==> src/rtl/dvie_pkg.sv <==
// ---------------------------------------------------------------------------
// dvie_pkg
// Shared constants, codes and the command record for the DMA video memory
// interleave engine.
// ---------------------------------------------------------------------------
package dvie_pkg;

    // video memory size, power of two between 1 MiB and 16 MiB
    localparam logic [31:0] VRAM_BYTES  = 32'h0080_0000;
    localparam logic [31:0] VRAM_MASK   = VRAM_BYTES - 32'd1;
    localparam logic [31:0] VRAM_ORIGIN = 32'h0500_0000;

    // item kinds
    localparam logic [1:0] OP_REG_READ  = 2'd0;
    localparam logic [1:0] OP_REG_WRITE = 2'd1;
    localparam logic [1:0] OP_DATA_WORD = 2'd2;
    localparam logic [1:0] OP_TICK      = 2'd3;

    // register offsets
    localparam logic [7:0] REG_DEST      = 8'h00;
    localparam logic [7:0] REG_LENGTH    = 8'h04;
    localparam logic [7:0] REG_START     = 8'h08;
    localparam logic [7:0] REG_MODE_LOW  = 8'h84;
    localparam logic [7:0] REG_MODE_HIGH = 8'h88;

    // destination forms
    localparam logic [1:0] FORM_BUS        = 2'd0;
    localparam logic [1:0] FORM_VRAM_LIN   = 2'd1;
    localparam logic [1:0] FORM_VRAM_INTLV = 2'd2;

    // classified item handed from the front end to the back end
    typedef struct packed {
        logic [31:0] read_data;
        logic        wr_valid;
        logic [21:0] word_index;
        logic [1:0]  form;
        logic [31:0] base;
        logic [31:0] word_data;
        logic [28:0] src_addr;
        logic        busy;
        logic        irq;
        logic [31:0] count;
    } t_cmd;

    // queue handshake between the two halves
    typedef struct packed {
        logic valid;
        logic ready;
    } t_hs;

endpackage

==> src/rtl/dma_vram_interleave_engine_core.sv <==
// ---------------------------------------------------------------------------
// dma_vram_interleave_engine_core
// Register-mapped DMA channel writing a word stream to bus or video memory.
// ---------------------------------------------------------------------------
// Usage: every item enters on the s_axis channel; s_axis_tuser carries the
// item kind (register read, register write, source data word, completion
// tick) and s_axis_tdata the offset, write value, source address and word.
// Every item yields exactly one result on the m_axis channel: register read
// data, the destination word write (flagged by m_axis_tuser), busy, the
// interrupt pulse and the reported count.
// Throughput is one item per cycle while m_axis accepts. The front end
// updates registers and transfer state as it accepts an item; a two-entry
// queue feeds the back end, which forms the destination address and loads
// the output register; each result passes through both before m_axis.
// When the receiver stalls, the output register holds and the queue fills;
// s_axis_tready drops once both queue entries are occupied.
// Synchronous reset clears front registers, busy, queue level, output valid.
// ---------------------------------------------------------------------------
module dma_vram_interleave_engine_core import dvie_pkg::*; (
    input  logic          i_clk,
    input  logic          i_rst_n,
    input  logic          s_axis_tvalid,
    output logic          s_axis_tready,
    // reg_offset[7:0], write_data[39:8], source_address[68:40],
    // word_data[100:69], zero fill [103:101]
    input  logic [103:0]  s_axis_tdata,
    // operation[1:0]
    input  logic [1:0]    s_axis_tuser,
    output logic          m_axis_tvalid,
    input  logic          m_axis_tready,
    // read_data[31:0], mem_write_address[63:32], mem_write_data[95:64],
    // source_word_address[124:96], busy_flag[125], irq_pulse[126],
    // reported_count[158:127], zero fill [159]
    output logic [159:0]  m_axis_tdata,
    // mem_write_valid[0]
    output logic          m_axis_tuser
);

    logic push;
    logic q_ready;
    logic pop;
    t_cmd front_cmd;
    t_cmd head_cmd;
    t_hs  head_hs;

    assign s_axis_tready = q_ready;

    dvie_front u_front (
        .i_clk            (i_clk),
        .i_rst_n          (i_rst_n),
        .i_valid          (s_axis_tvalid),
        .i_operation      (s_axis_tuser),
        .i_reg_offset     (s_axis_tdata[7:0]),
        .i_write_data     (s_axis_tdata[39:8]),
        .i_source_address (s_axis_tdata[68:40]),
        .i_word_data      (s_axis_tdata[100:69]),
        .i_q_ready        (q_ready),
        .o_push           (push),
        .o_cmd            (front_cmd)
    );

    dvie_queue u_queue (
        .i_clk     (i_clk),
        .i_rst_n   (i_rst_n),
        .i_push    (push),
        .i_cmd     (front_cmd),
        .o_ready   (q_ready),
        .o_head_hs (head_hs),
        .i_pop     (pop),
        .o_head    (head_cmd)
    );

    dvie_back u_back (
        .i_clk     (i_clk),
        .i_rst_n   (i_rst_n),
        .i_head_hs (head_hs),
        .i_head    (head_cmd),
        .o_pop     (pop),
        .o_valid   (m_axis_tvalid),
        .i_ready   (m_axis_tready),
        .o_data    (m_axis_tdata),
        .o_user    (m_axis_tuser)
    );

endmodule

==> src/rtl/dvie_front.sv <==
// ---------------------------------------------------------------------------
// dvie_front
// Accepts items, runs the register file and the transfer bookkeeping, and
// emits one classified command per item.
// ---------------------------------------------------------------------------
module dvie_front import dvie_pkg::*; (
    input  logic        i_clk,
    input  logic        i_rst_n,
    input  logic        i_valid,
    input  logic [1:0]  i_operation,
    input  logic [7:0]  i_reg_offset,
    input  logic [31:0] i_write_data,
    input  logic [28:0] i_source_address,
    input  logic [31:0] i_word_data,
    input  logic        i_q_ready,
    output logic        o_push,
    output t_cmd        o_cmd
);

    logic [31:0] r_dest,   n_dest;
    logic [31:0] r_length, n_length;
    logic        r_busy,   n_busy;
    logic        r_mode_lo, n_mode_lo;
    logic        r_mode_hi, n_mode_hi;
    logic [28:0] r_src,    n_src;
    logic [1:0]  r_form,   n_form;
    logic [31:0] r_base,   n_base;
    logic [21:0] r_idx,    n_idx;
    logic [21:0] r_total,  n_total;

    logic        accept;
    logic        win_hit;
    logic        vram_hit;
    logic [31:0] bus_addr;
    logic [23:0] vram_off;
    logic        vram_mode;
    logic [23:0] src_step;

    assign accept = i_valid && i_q_ready;
    assign o_push = accept;

    // destination decode for a start
    assign bus_addr  = r_dest & 32'h1fff_ffe0;
    assign win_hit   = r_dest[28:26] == 3'b100;
    assign vram_hit  = bus_addr[28:25] == 4'b0010;
    assign vram_off  = win_hit ? r_dest[23:0] : bus_addr[23:0];
    assign vram_mode = (win_hit && r_dest[25]) ? r_mode_hi : r_mode_lo;
    assign src_step  = {r_idx, 2'b00};

    // item execution
    always_comb begin
        n_dest    = r_dest;
        n_length  = r_length;
        n_busy    = r_busy;
        n_mode_lo = r_mode_lo;
        n_mode_hi = r_mode_hi;
        n_src     = r_src;
        n_form    = r_form;
        n_base    = r_base;
        n_idx     = r_idx;
        n_total   = r_total;
        o_cmd     = '0;
        o_cmd.form = r_form;
        o_cmd.base = r_base;
        case (i_operation)
            OP_REG_READ: begin
                case (i_reg_offset)
                    REG_DEST:      o_cmd.read_data = r_dest;
                    REG_LENGTH:    o_cmd.read_data = r_length;
                    REG_START:     o_cmd.read_data = {31'd0, r_busy};
                    REG_MODE_LOW:  o_cmd.read_data = {31'd0, r_mode_lo};
                    REG_MODE_HIGH: o_cmd.read_data = {31'd0, r_mode_hi};
                    default:       o_cmd.read_data = '0;
                endcase
            end
            OP_REG_WRITE: begin
                case (i_reg_offset)
                    REG_DEST:      n_dest = i_write_data;
                    REG_LENGTH:    n_length = i_write_data;
                    REG_START: begin
                        if (i_write_data[0] && !r_busy) begin
                            if (win_hit || vram_hit) begin
                                if (vram_mode) begin
                                    n_form = FORM_VRAM_LIN;
                                    n_base = VRAM_ORIGIN + ({8'd0, vram_off} & VRAM_MASK);
                                end else begin
                                    n_form = FORM_VRAM_INTLV;
                                    n_base = {8'd0, vram_off};
                                end
                            end else begin
                                n_form = FORM_BUS;
                                n_base = bus_addr;
                            end
                            n_src   = i_source_address;
                            n_total = {r_length[23:5], 3'b000};
                            n_idx   = '0;
                            n_busy  = 1'b1;
                        end
                    end
                    REG_MODE_LOW:  n_mode_lo = i_write_data[0];
                    REG_MODE_HIGH: n_mode_hi = i_write_data[0];
                    default: ;
                endcase
            end
            OP_DATA_WORD: begin
                if (r_busy && (r_idx < r_total)) begin
                    o_cmd.wr_valid   = 1'b1;
                    o_cmd.word_index = r_idx;
                    o_cmd.word_data  = i_word_data;
                    o_cmd.src_addr   = r_src + {5'd0, src_step};
                    n_idx            = r_idx + 22'd1;
                end
            end
            OP_TICK: begin
                if (r_busy && (r_idx >= r_total)) begin
                    o_cmd.count = r_length;
                    o_cmd.irq   = 1'b1;
                    n_dest      = r_dest + r_length;
                    n_length    = '0;
                    n_busy      = 1'b0;
                end
            end
            default: ;
        endcase
        o_cmd.busy = n_busy;
    end

    // state registers, updated only on an accepted transfer
    always_ff @(posedge i_clk) begin
        if (!i_rst_n) begin
            r_dest    <= '0;
            r_length  <= '0;
            r_busy    <= 1'b0;
            r_mode_lo <= 1'b0;
            r_mode_hi <= 1'b0;
            r_src     <= '0;
            r_form    <= FORM_BUS;
            r_base    <= '0;
            r_idx     <= '0;
            r_total   <= '0;
        end else if (accept) begin
            r_dest    <= n_dest;
            r_length  <= n_length;
            r_busy    <= n_busy;
            r_mode_lo <= n_mode_lo;
            r_mode_hi <= n_mode_hi;
            r_src     <= n_src;
            r_form    <= n_form;
            r_base    <= n_base;
            r_idx     <= n_idx;
            r_total   <= n_total;
        end
    end

endmodule

==> src/rtl/dvie_queue.sv <==
// ---------------------------------------------------------------------------
// dvie_queue
// Two-entry command queue that decouples the front end from the back end.
// ---------------------------------------------------------------------------
module dvie_queue import dvie_pkg::*; (
    input  logic i_clk,
    input  logic i_rst_n,
    input  logic i_push,
    input  t_cmd i_cmd,
    output logic o_ready,
    output t_hs  o_head_hs,
    input  logic i_pop,
    output t_cmd o_head
);

    t_cmd       r_mem [2];
    logic       r_wptr;
    logic       r_rptr;
    logic [1:0] r_count;
    logic       do_push;
    logic       do_pop;

    assign o_ready         = r_count != 2'd2;
    assign do_push         = i_push && o_ready;
    assign do_pop          = i_pop && (r_count != 2'd0);
    assign o_head          = r_mem[r_rptr];
    assign o_head_hs.valid = r_count != 2'd0;
    assign o_head_hs.ready = o_ready;

    // storage
    always_ff @(posedge i_clk) begin
        if (do_push) begin
            r_mem[r_wptr] <= i_cmd;
        end
    end

    // pointers and fill level
    always_ff @(posedge i_clk) begin
        if (!i_rst_n) begin
            r_wptr  <= 1'b0;
            r_rptr  <= 1'b0;
            r_count <= 2'd0;
        end else begin
            if (do_push) begin
                r_wptr <= ~r_wptr;
            end
            if (do_pop) begin
                r_rptr <= ~r_rptr;
            end
            case ({do_push, do_pop})
                2'b10:   r_count <= r_count + 2'd1;
                2'b01:   r_count <= r_count - 2'd1;
                default: r_count <= r_count;
            endcase
        end
    end

endmodule

==> src/rtl/dvie_back.sv <==
// ---------------------------------------------------------------------------
// dvie_back
// Forms the destination address of each word write (linear or 64-bit bank
// interleave) and holds the result in the output register.
// ---------------------------------------------------------------------------
module dvie_back import dvie_pkg::*; (
    input  logic          i_clk,
    input  logic          i_rst_n,
    input  t_hs           i_head_hs,
    input  t_cmd          i_head,
    output logic          o_pop,
    output logic          o_valid,
    input  logic          i_ready,
    output logic [159:0]  o_data,
    output logic          o_user
);

    logic         r_valid;
    logic [159:0] r_data;
    logic         r_user;
    logic [31:0]  lin_addr;
    logic [31:0]  ilv_word;
    logic [31:0]  wr_addr;

    assign o_pop = i_head_hs.valid && (!r_valid || i_ready);

    // destination address of the word
    assign lin_addr = i_head.base + {8'd0, i_head.word_index, 2'b00};
    assign ilv_word = {1'b0, lin_addr[31:3], lin_addr[1:0]}
                    + {9'd0, lin_addr[2], 22'd0};
    always_comb begin
        if (!i_head.wr_valid) begin
            wr_addr = '0;
        end else if (i_head.form == FORM_VRAM_INTLV) begin
            wr_addr = VRAM_ORIGIN + (ilv_word & VRAM_MASK);
        end else begin
            wr_addr = lin_addr;
        end
    end

    // output payload register
    always_ff @(posedge i_clk) begin
        if (o_pop) begin
            r_data <= {1'b0, i_head.count, i_head.irq, i_head.busy, i_head.src_addr,
                       i_head.word_data, wr_addr, i_head.read_data};
            r_user <= i_head.wr_valid;
        end
    end

    // output valid
    always_ff @(posedge i_clk) begin
        if (!i_rst_n) begin
            r_valid <= 1'b0;
        end else if (o_pop) begin
            r_valid <= 1'b1;
        end else if (i_ready) begin
            r_valid <= 1'b0;
        end
    end

    assign o_valid = r_valid;
    assign o_data  = r_data;
    assign o_user  = r_user;

endmodule
==> config.mk <==
export PLATFORM = sky130hd
export DESIGN_NAME = dma_vram_interleave_engine_core
export DESIGN_NICKNAME = d
export VERILOG_FILES = /design/src/rtl/dvie_pkg.sv /design/src/rtl/dma_vram_interleave_engine_core.sv /design/src/rtl/dvie_front.sv /design/src/rtl/dvie_queue.sv /design/src/rtl/dvie_back.sv
export SDC_FILE = /design/constraint.sdc
export NUM_CORES = 1
export LEC_CHECK = 0
export ABC_AREA = 1
export BUFFER_PORTS_ARGS = -buffer_cell sky130_fd_sc_hd__buf_4
export CAP_MARGIN = 40
export CORE_ASPECT_RATIO = 1.75
export CORE_MARGIN = 3
export CORE_UTILIZATION = 25
export DETAILED_ROUTE_END_ITERATION = 10
export GPL_ROUTABILITY_DRIVEN = 0
export PLACE_DENSITY = 0.36
export SETUP_SLACK_MARGIN = 0.02
export SLEW_MARGIN = 20
export SYNTH_ARGS = -nofsm -noshare
export SYNTH_HDL_FRONTEND = slang
export SYNTH_SLANG_ARGS = --single-unit
==> constraint.sdc <==
create_clock -name i_clk -period 29.4 [get_ports i_clk]
set_clock_uncertainty 0.05 [all_clocks]
set_input_delay 2.94 -clock i_clk [delete_from_list [all_inputs] [get_ports i_clk]]
set_output_delay 2.94 -clock i_clk [all_outputs]
set_load 0.005 [all_outputs]
-- After elaboration in Yosys (flattened, before gate mapping)
Memory sizes are Yosys's and may differ from the RTL's. A register that Yosys moved wholly into a read port is not among the register bits.
Cells that the tools add are included.
- add/sub/neg operators: 9
- magnitude comparators: 2
- equal/unequal tests: 19
- mux-type cells: 36
- bitwise gates (word level): 2
- reductions and logical operators: 25
- operators with widths (kind ; number):
    2-to-1 mux 32 bit ; 6
    one-hot mux 32 bit (5 select lines) ; 1
    one-hot mux 32 bit (2 select lines) ; 2
    2-to-1 mux 61 bit ; 2
    2-to-1 mux 22 bit ; 3
    2-to-1 mux 33 bit ; 2
    adder 27 x 23 -> 28 bit, first input constant ; 2
    2-to-1 mux 23 bit ; 2
    one-hot mux 22 bit (2 select lines) ; 1
    adder 32 x 24 -> 32 bit ; 1
    adder 32 bit ; 1
    adder 29 x 24 -> 29 bit ; 1
    2-to-1 mux 29 bit ; 1
    2-to-1 mux 28 bit ; 1
    adder 23 bit ; 1
    adder 22 x 1 -> 22 bit, second input constant ; 1
    greater-or-equal comparator 22 bit ; 1
    less-than comparator 22 bit ; 1
    == test 8 bit, second input constant ; 2
    AND reduction 4 bit ; 3
    2-to-1 mux 1 bit ; 10
    nonzero test 2 bit ; 5
    == test 2 bit, second input constant ; 4
    == test 8 x 3 -> 1 bit, second input constant ; 1
    20 further kinds ; 38
- flip-flop bits (word level): 336
- RAM bits: 368
- bits of input ports: 110
- memories: 1
- memories (name ; words ; bits a word ; rd ports ; clocked after memory_dff ; write ports ; line ; RTL):
    u_queue.r_mem ; 2 ; 184 ; 1 ; 1 ; 1 ; dvie_queue.sv:16 ; t_cmd r_mem [2];

-- Longest topological paths before layout
Gate-level depths: netlist of the first run.
- depth in word-level cells: 6
- depth in mapped cells: 20
- gate-level depth less buffers: 17

-- Hierarchy
Synthesis of the first run repeated with hierarchy kept, for this count alone.
- cell total of the unflattened synthesis: 3414
- area total of the unflattened synthesis: 33429.6 µm²
- modules (own cells, without submodules) (module ; times used ; cells an instance ; area an instance (µm²) ; sequential area each (µm²)):
    dvie_queue ; 1 ; 609 ; 13570.5 ; 11150.7
    dvie_front ; 1 ; 2218 ; 12878.6 ; 3363.2
    dvie_back ; 1 ; 587 ; 6980.4 ; 4824.6

-- Worst setup path after synthesis of the first run
No wires, ideal clock.
- path type: input-to-reg
- from: in m_axis_tready
- to: reg u_queue.r_count[1]
- arrival time: 12.396 ns
- data required time: 29.228 ns
- setup slack: 16.832 ns
- stages: 7
- buffers on the path: 0
- cell sequence: nor2_1 -> a21oi_1 -> ha_1 -> a21oi_1 -> o21ai_0 -> o21ai_0 -> a21oi_1
- word-level cells in the longest chain between the ends: 5
- elaborated cells on any way between the ends: 7
- RTL lines (element ; line ; RTL):
    start: declaration ; dma_vram_interleave_engine_core.sv:30 ; input logic m_axis_tready,
    logical OR 1 bit (*) ; dvie_back.sv:25 ; assign o_pop = i_head_hs.valid && (!r_valid || i_ready);
    logical AND 1 bit (*) ; dvie_back.sv:25 ;
    net pop ; dma_vram_interleave_engine_core.sv:41 ; logic pop;
    logical AND 1 bit (*) ; dvie_queue.sv:25 ; assign do_pop = i_pop && (r_count != 2'd0);
    == test 2 x 1 -> 1 bit / == test 2 bit (equally long branches) ; dvie_queue.sv:50 ; case ({do_push, do_pop})
    one-hot mux 2 bit (2 select lines) / nonzero test 2 bit (equally long branches) ; n/a ;
    end signal: assignment ; dvie_queue.sv:51 ; 2'b10: r_count <= r_count + 2'd1;
    end signal: assignment ; dvie_queue.sv:52 ; 2'b01: r_count <= r_count - 2'd1;
    end signal: assignment ; dvie_queue.sv:53 ; default: r_count <= r_count;
    end: declaration ; dvie_queue.sv:19 ; logic [1:0] r_count;
Mark *: on every way through the listed nets, which the timed path passes. The rest lies on a longest branch.
A chain may end at the register's enable or synchronous reset.

-- Worst setup path after layout of the first run
- from: in s_axis_tvalid
- to: reg u_front.r_dest[28]
- word-level cells in the longest chain between the ends: 2
- RTL lines (element ; line ; RTL):
    start: declaration ; dma_vram_interleave_engine_core.sv:22 ; input logic s_axis_tvalid,
    logical AND 1 bit ; dvie_front.sv:39 ; assign accept = i_valid && i_q_ready;
    AND reduction 4 bit (no source line) ; n/a ;
    end signal: assignment ; dvie_front.sv:142 ; r_dest <= n_dest;
    end: declaration ; dvie_front.sv:20 ; logic [31:0] r_dest, n_dest;
Every way passes these cells.

==> summary by stage, run 1 <==
Clocking
The TritonCTS sink count is 694. The buffer count from post-CTS setup fixing is 0. The number of clock buffers inserted by TritonCTS is 75. The post-cts repair resize count is 0.

The maximum buffer depth of the clock tree is 3. The H-tree depth is 3. TritonCTS built the clock tree. The clock transition time at the flip-flop clock pins of the worst setup and hold paths is 0.06 ns. At the later pin of the worst-skew pair, clock insertion delay measures 0.67 ns.

The number of hold buffers added after CTS was 0. The tree is rooted in a sky130_fd_sc_hd__clkbuf_16.

STA
The worst path in the final design needs a cycle of 4.946 ns, including I/O delays and setup. Setup repair after global routing left no endpoint under its margin. The post-route setup TNS is 0 ns. The number of hold-slack violations in the final timing report is 0. Timing would allow up to 0.2022 GHz. The worst-case hold slack is 0.3840 ns. Setup violations remaining at the end of the flow were counted as 0. In this run the tightest slew margin relative to its limit is 0.2871. The count of final max-slew check failures is 0.

The share of the clock period used by the worst path after layout is 0.1682. The worst-margin pin slew is 1.069 ns.

Critical path
The capturing element of the worst setup path is u_front.r_dest[28]$_SDFFE_PN0P_. The setup slack of the worst register-to-register path is 24.54 ns. The worst setup path is launched from an input pin. For the worst flop-to-flop path, the logic depth is 14.

The worst setup path is of the input pin to register kind. The launch point of the critical path is s_axis_tvalid. The element type at the critical path end is a register. The endpoint identified for the worst register-to-register timing path is u_back.o_data[50]$_SDFFCE_PN0P_. The required arrival time at the worst endpoint is 29.90 ns.

The highest net fanout along the worst path is 67. The arrival time of the worst setup path is 5.45 ns.

Global routing
The number of antenna violations at the first check in global routing is 3. The total global routing track utilization is 0.1600. The via count of the first global-routing pass is 24840. The pin count of the biggest net entering global routing is 134.

For this run the aggregate overflow at the end of global routing stands at 0. The first global-routing pass estimated 161800 um of wire.

Floorplan
The die covers 136400 um^2. 273 I/O pins were placed. The number of core rows is 175. The starting density of the core is 0.2525. The area of the core region is 130500 um^2. In this run the vertical extent of the chip is 486.3 um. The die is 280.4 um wide.

Layout
In the final layout, the share of cells above drive strength 1 is 0.1175. Counting the fill cells in the layout gives 13940. The growth of design area from synthesis to finish is 19.73%. The core utilization of the finished layout is 0.3023. The multi-input combinational cells in the finished layout cover a total of 11650 um^2.

In the final layout, flip-flops and latches occupy 19100 um^2. In the final design database the tool counted 4158 nets.

Route
The mean number of vias per cell is 4.387. In the final routed layout, each cell accounts on average for 19.37 um. The final route contains 24970 vias. In the routed design, unresolved DRC markers number 0. For this block, the initial DRC count from the detailed router was 1255. The first detailed-routing pass ran for 5 iterations. The detail route stage leaves a number of antenna-violating nets equal to 0. Summed over all layers, the routed wires come to 110300 um.

Yosys
The number of warnings reported in the yosys synthesis log is 0. The proportion of register bits with asynchronous set or reset after synthesis is 0. The most frequently used flop master after synthesis is sky130_fd_sc_hd__edfxtp_1. Counting flops and latches in the post-synthesis netlist gives 694. The synthesized netlist cell count is 3704. For this run, the register share of the synthesized area comes to 0.5796.

After synthesis, the mean cell area works out to 8.896 um^2. The number of flops mapped to enable cells by yosys is 520. The cell area that synthesis handed to floorplanning was 32950 um^2. The count of unique library cells instantiated by Yosys is 53.

Pwr
The power after layout is 3357 uW. The areal power density over the cells is 85.11 nW/um^2. The leakage power is 0.01649 uW. The worst-case IR drop observed on VDD is 0.05303 mV.

Worst hold path
The path class of the tightest hold or removal check is register to register.

Place
Detailed placement finished with a half-perimeter wire length of 79710 um. During placement, the flow inserted port buffers numbering 266.

Job
Max-cap violations in this run came to 0.

Outcome
The run finished with clean final reports.
metrics by stage:
stage / std cells / setup slack, ns / area, um^2
floorplan: 3706 / 16.83 / 32960
global placement: 5541 / 23.75 / 36650
detailed placement: 5551 / 23.74 / 36900
CTS: 5690 / 24.36 / 39420
global route: 5692 / 24.18 / 39450
finish: 5693 / 24.45 / 39450
power breakdown:
part	internal [uW]	switching, uW	total, uW
Combinational	344	621	965
Clock	577	417	994
Sequential	1320	77.2	1400
metal layers:
layer,up-vias,wire length (um),track usage
li1,12620,-,-
met1,11740,44130,0.1808
met2,468,58790,0.3025
met3,148,3534,0.01864
met4,2,3822,0.06351
met5,-,20,0
state kept, by name, summed over array words and instances (netlist names), named ones only:
signal / count
u_queue.r_count: 2
u_front.r_idx: 22
u_queue.r_wptr: 1
u_front.r_dest: 32
u_queue.r_mem: 362
u_front.r_base: 29
u_front.r_length: 32
u_back.o_user: 1
u_front.r_mode_hi: 1
u_front.r_total: 19
u_front.r_busy: 1
u_front.r_src: 29
u_front.r_form: 2
u_back.o_valid: 1
u_back.o_data: 157
u_front.r_mode_lo: 1
u_queue.r_rptr: 1
critical path, stage by stage:
cell and delay (ns):
sky130_fd_sc_hd__buf_4 0.08, sky130_fd_sc_hd__nand2_2 0.22, sky130_fd_sc_hd__nor2_4 0.19, sky130_fd_sc_hd__inv_2 0.05
sky130_fd_sc_hd__nor2_1 0.12, sky130_fd_sc_hd__inv_1 0.12, sky130_fd_sc_hd__nand2_4 0.21, sky130_fd_sc_hd__buf_4 0.63
sky130_fd_sc_hd__nand2_4 0.47, sky130_fd_sc_hd__nor2_1 0.24, sky130_fd_sc_hd__nor2_1 0.06
layout by cell type (no fill, tap or decap), types with 5 or more instances in the layout:
cell type | Yosys | layout
sky130_fd_sc_hd__buf_4 | 11 | 293
sky130_fd_sc_hd__or2_2 | 5 | 5
sky130_fd_sc_hd__a21boi_0 | 5 | 5
sky130_fd_sc_hd__ha_1 | 97 | 97
sky130_fd_sc_hd__nand3_1 | 179 | 179
sky130_fd_sc_hd__clkinv_2 | 0 | 8
sky130_fd_sc_hd__o21ai_0 | 120 | 120
sky130_fd_sc_hd__xnor2_1 | 16 | 16
sky130_fd_sc_hd__o21bai_1 | 11 | 11
sky130_fd_sc_hd__inv_6 | 0 | 5
sky130_fd_sc_hd__nor3_1 | 22 | 22
sky130_fd_sc_hd__nand3b_1 | 23 | 23
sky130_fd_sc_hd__xor2_1 | 17 | 17
sky130_fd_sc_hd__clkbuf_16 | 0 | 78
sky130_fd_sc_hd__dfxtp_1 | 174 | 173
sky130_fd_sc_hd__inv_1 | 407 | 407
sky130_fd_sc_hd__a21oi_1 | 227 | 225
sky130_fd_sc_hd__a21o_1 | 10 | 10
sky130_fd_sc_hd__nand4_1 | 21 | 21
sky130_fd_sc_hd__bufinv_16 | 0 | 9
sky130_fd_sc_hd__buf_16 | 0 | 8
sky130_fd_sc_hd__nand2_2 | 8 | 11
sky130_fd_sc_hd__a21oi_2 | 10 | 11
sky130_fd_sc_hd__o22ai_1 | 44 | 44
sky130_fd_sc_hd__nand2_1 | 1195 | 1191
sky130_fd_sc_hd__nor2_2 | 7 | 7
sky130_fd_sc_hd__nor2_1 | 393 | 391
sky130_fd_sc_hd__nor4_1 | 6 | 6
sky130_fd_sc_hd__edfxtp_1 | 520 | 520
sky130_fd_sc_hd__inv_2 | 7 | 6
sky130_fd_sc_hd__o211ai_1 | 5 | 5
sky130_fd_sc_hd__clkinv_1 | 1 | 12
sky130_fd_sc_hd__clkbuf_1 | 78 | 19
layout make-up:
cell class / count / share of cell area
Timing Repair Buffer: 305 / 0.06337
Multi-Input combinational cell: 2457 / 0.2953
Clock inverter: 39 / 0.01170
Antenna cell: 2 / 0.0001269
Sequential cell: 694 / 0.4842
Tap cell: 1681 / 0.05332
Clock buffer: 100 / 0.05233
Inverter: 415 / 0.03961
synth_stat cells, types with 16 or more instances:
cell,n,share of area
sky130_fd_sc_hd__nor2_1,393,0.045
sky130_fd_sc_hd__o21ai_0,120,0.018
sky130_fd_sc_hd__nand3b_1,23,0.0052
sky130_fd_sc_hd__clkbuf_1,78,0.0089
sky130_fd_sc_hd__nand4_1,21,0.0040
sky130_fd_sc_hd__xor2_1,17,0.0045
sky130_fd_sc_hd__nand2_1,1195,0.14
sky130_fd_sc_hd__nor3_1,22,0.0033
sky130_fd_sc_hd__o22ai_1,44,0.0084
sky130_fd_sc_hd__edfxtp_1,520,0.47
sky130_fd_sc_hd__ha_1,97,0.037
sky130_fd_sc_hd__inv_1,407,0.046
sky130_fd_sc_hd__a21oi_1,227,0.034
sky130_fd_sc_hd__dfxtp_1,174,0.11
sky130_fd_sc_hd__xnor2_1,16,0.0043
sky130_fd_sc_hd__nand3_1,179,0.027
sky130_fd_sc_hd__buf_2,35,0.0053
worst min path at each step:
stage | from | endpoint | slack (ns) | cells after the start
floorplan | u_front.r_base[5]$_SDFFE_PN0P_ | u_queue.r_mem[0][100]$_DFFE_PP_ | 0.37 | 0
global placement | u_queue.r_rptr$_SDFFE_PN0P_ | register | 0.38 | 1
detailed placement | u_queue.r_rptr$_SDFFE_PN0P_ | register | 0.38 | 1
CTS | u_queue.r_rptr$_SDFFE_PN0P_ | register | 0.38 | 1
global route | u_front.r_base[21]$_SDFFE_PN0P_ | u_queue.r_mem[1][116]$_DFFE_PP_ | 0.42 | 0
finish | u_queue.r_rptr$_SDFFE_PN0P_ | register | 0.38 | 1
logic make-up after synthesis:
family | Yosys count | share of synthesized area
other | 1 | 0.0001138
DFF | 694 | 0.5796
xor gates and xnor gates | 33 | 0.008772
muxes | 1 | 0.0003038
buffers and inverters | 555 | 0.06839
adders and majority gates | 100 | 0.03866
and+or+nand+nor | 1872 | 0.2297
AOI/OAI and AO/OA | 448 | 0.07443
Note: power is estimated with default switching activity, not from simulation.
==> run 2: changes to the inputs <==
clock period = 4.7 ns   (was 29.4 ns; I/O delays follow)
==> run 2 against run 1 <==
  * Critical path type is now register to register
  * Non-clock buffer count up 23
  * Critical endpoint is now u_back.o_data[54]$_SDFFCE_PN0P_
  * Clock-buffer cell count is 4 lower
  * Routed wire length up 0.92%
  * Combinational power grew to 6.2 times the previous value
==> summary by stage, run 2 (same netlist as run 1, synthesis figures left out) <==
Clocking
The maximum buffer depth of the clock tree is 3 (unchanged). The number of clock buffers inserted by TritonCTS is 75 (unchanged). The TritonCTS sink count was 694 (unchanged).

The CTS tree is done. The H-tree depth came to 3 (unchanged). The buffer count from post-CTS setup fixing came to 0 (unchanged). The post-cts repair resize count is 0 (unchanged).

The later-pin clock latency in the skew report came to 0.68 ns (about the same). The clock root buffer is sky130_fd_sc_hd__clkbuf_16. The clock transition time at the flip-flop clock pins of the worst setup and hold paths was 0.06 ns (about the same).

STA
The highest achievable clock rate is 0.2729 GHz. Setup repair after global routing left no endpoint under its margin. The worst-margin pin slew is 0.9441 ns (-0.1252 ns). The number of hold-slack violations in the final timing report was 0 (unchanged). The count of final max-slew check failures is 0 (unchanged).

Dividing the final minimum period by the clock period gives 0.7797. The minimum period implied by the final worst setup slack is 3.665 ns. The worst-case hold slack was 0.05454 ns (-0.3295 ns). The headroom to the max-slew limit is 0.3706 (+0.08343). The post-route setup TNS is 0 ns (unchanged). The final count of negative-setup-slack endpoints is 0 (unchanged).

Global routing
The number of antenna violations at the first check in global routing is 1 (-2). The first-pass GRT wire length came to 164100 um (+1.4%). The total global routing track utilization is 0.1621 (+0.002170).

The residual overflow from global routing was 0 (unchanged). The pin count of the biggest net entering global routing is 129 (-3.7%). The via count of the first global-routing pass is 25090 (+1.0%).

Layout
The largest register by flop count is u_queue.r_mem. The number of flip-flops under the largest register name came to 362 (unchanged). The layout cell share with drive strength beyond 1 is 0.1195 (+0.002058). The library cell used most frequently in the layout, excluding fill and tap cells, is sky130_fd_sc_hd__nand2_1. Relative to the synthesized area, the layout overhead comes to 19.95%. The top cell types in the final layout, fill and taps aside, are sky130_fd_sc_hd__nand2_1 (1193), sky130_fd_sc_hd__edfxtp_1 (520), sky130_fd_sc_hd__inv_1 (407). The net total in the final layout is 4181 (+0.55%).

Floorplan
The area of the core region is 130500 um^2 (unchanged). The horizontal die dimension is 280.4 um (unchanged). The area of the die came to 136400 um^2 (unchanged). The number of core rows came to 175 (unchanged). The starting density of the core is 0.2525 (unchanged). The overall die height is 486.3 um (unchanged). The total I/O pin count is 273 (unchanged).

Critical path
The highest net fanout along the worst path is 41 (-39%). The critical path is of the register to register type. The element type at the critical path end is a register. The required arrival time at the worst endpoint is 5.05 ns (-24.85 ns).

The worst-case reg-to-reg path depth is 15 (+1). The arrival time of the worst setup path was 4.02 ns (-1.43 ns). STA classifies the critical path startpoint as a register.

Route
The first-pass iteration count of the detailed router is 7 (+2). The mean number of vias per cell is 4.382 (about the same). The total DRC errors in the routed layout is 0 (unchanged). The number of nets still failing antenna checks after routing is 0 (unchanged). The number of vias after detailed routing is 25050 (+0.30%). The number of design-rule violations left by the first detailed-router iteration is 1070 (-15%). The average wire per cell in the routed design is 19.47 um (+0.52%). The post-detailed-routing wire length was 111300 um (+0.92%).

Place
The port buffer count is 266 (unchanged). The HPWL after detailed placement is 80820 um (+1.4%).

Pwr
The leakage power came to 0.01650 uW (+0.12%). The largest vdd supply drop came to 0.6991 mV (+1200%). The power after layout is 20740 uW (+520%). The areal power density over the cells is 524.7 nW/um^2 (+520%).

Worst hold path
The classification of the worst-slack hold path is input pin to register. The number of instances on the worst hold path is 3 (+2).

Outcome
The run finished with clean final reports.

Job
The number of max-capacitance violations reported is 0 (unchanged).
==> run 2: cell types whose count changed in the layout (fill, tap and decap cells not counted), moves of 2 or more <==
cell and change:
sky130_fd_sc_hd__nand2_1 +2, sky130_fd_sc_hd__dlygate4sd3_1 +16, sky130_fd_sc_hd__clkinv_8 +2, sky130_fd_sc_hd__buf_4 +6
sky130_fd_sc_hd__bufinv_16 -4, sky130_fd_sc_hd__clkinvlp_4 +5, sky130_fd_sc_hd__buf_16 -7, sky130_fd_sc_hd__clkbuf_1 -4
sky130_fd_sc_hd__clkinv_4 -2, sky130_fd_sc_hd__buf_12 +7, sky130_fd_sc_hd__nand2_2 -2, sky130_fd_sc_hd__clkinv_2 +7
sky130_fd_sc_hd__clkinv_1 -2
==> run 2: power by group <==
group	internal, uW	leakage (uW)	switching, uW
Clock	3380	0.00118	2620
Combinational	2140	0.00888	3880
Sequential	8270	0.00645	437
Total	13800	0.0165	6950
==> run 2: cell type report <==
cell class	count	area, um^2
clock inverters	43	391.6
repair buffers	328	2664
clock buffers	96	2049
flip-flops and latches	694	19100
fillers	13860	90980
well taps	1681	2103
multi-input cells	2457	11640
diodes	2	5.005
inverters	415	1563
==> run 2: what timing repair did <==
| action | CTS | global route |
|---|---|---|
| endpoints found under the hold margin | 16 | 0 |
| hold buffers | 16 | 0 |
| setup endpoints to repair | 0 | 0 |
==> run 2: critical path, cell delays in order, from the launching register on <==
cell and delay (ns):
sky130_fd_sc_hd__dfxtp_4 0.56, sky130_fd_sc_hd__inv_6 0.21, sky130_fd_sc_hd__nand2_1 0.11, sky130_fd_sc_hd__nand2_1 0.06, sky130_fd_sc_hd__ha_1 0.28, sky130_fd_sc_hd__fa_1 0.43
sky130_fd_sc_hd__nand3_1 0.10, sky130_fd_sc_hd__nand2_1 0.08, sky130_fd_sc_hd__a21boi_0 0.58, sky130_fd_sc_hd__o21bai_1 0.28, sky130_fd_sc_hd__nand2_1 0.11, sky130_fd_sc_hd__nand2_1 0.10
sky130_fd_sc_hd__nand2_1 0.09, sky130_fd_sc_hd__nand3_1 0.09, sky130_fd_sc_hd__nand3_1 0.16, sky130_fd_sc_hd__nand2_1 0.06
==> run 2: final timing paths <==
path / start / to / slack (ns)
max: register / u_back.o_data[54]$_SDFFCE_PN0P_ / 1.04
min reg2reg: u_front.r_base[7]$_SDFFE_PN0P_ / u_queue.r_mem[0][102]$_DFFE_PP_ / 0.40
max reg2reg: register / u_back.o_data[54]$_SDFFCE_PN0P_ / 1.04
min: s_axis_tdata[43] / u_front.r_src[3]$_SDFFE_PN0P_ / 0.05
==> run 2: through the flow <==
stage / utilization / setup slack [ns] / area [um^2] / instances
6_report: 0.3029 / 1.035 / 39520 / 5716
5_1_grt: 0.3028 / 0.6395 / 39520 / 5715
3_5_place_dp: 0.2825 / 0.9339 / 36870 / 5557
3_3_place_gp: 0.2821 / 0.9614 / 36820 / 5554
4_1_cts: 0.3025 / 0.9227 / 39470 / 5712
2_1_floorplan: - / 0.3977 / 32980 / 3706
==> run 2: layer usage <==
layer	up-vias	wire length, um	track usage	part of all wire
li1	12670	-	-	-
met1	11770	44320	0.1845	0.40
met2	468	60120	0.3100	0.54
met3	143	3626	0.01888	0.033
met4	0	3242	0.05419	0.029
met5	-	0	0	0
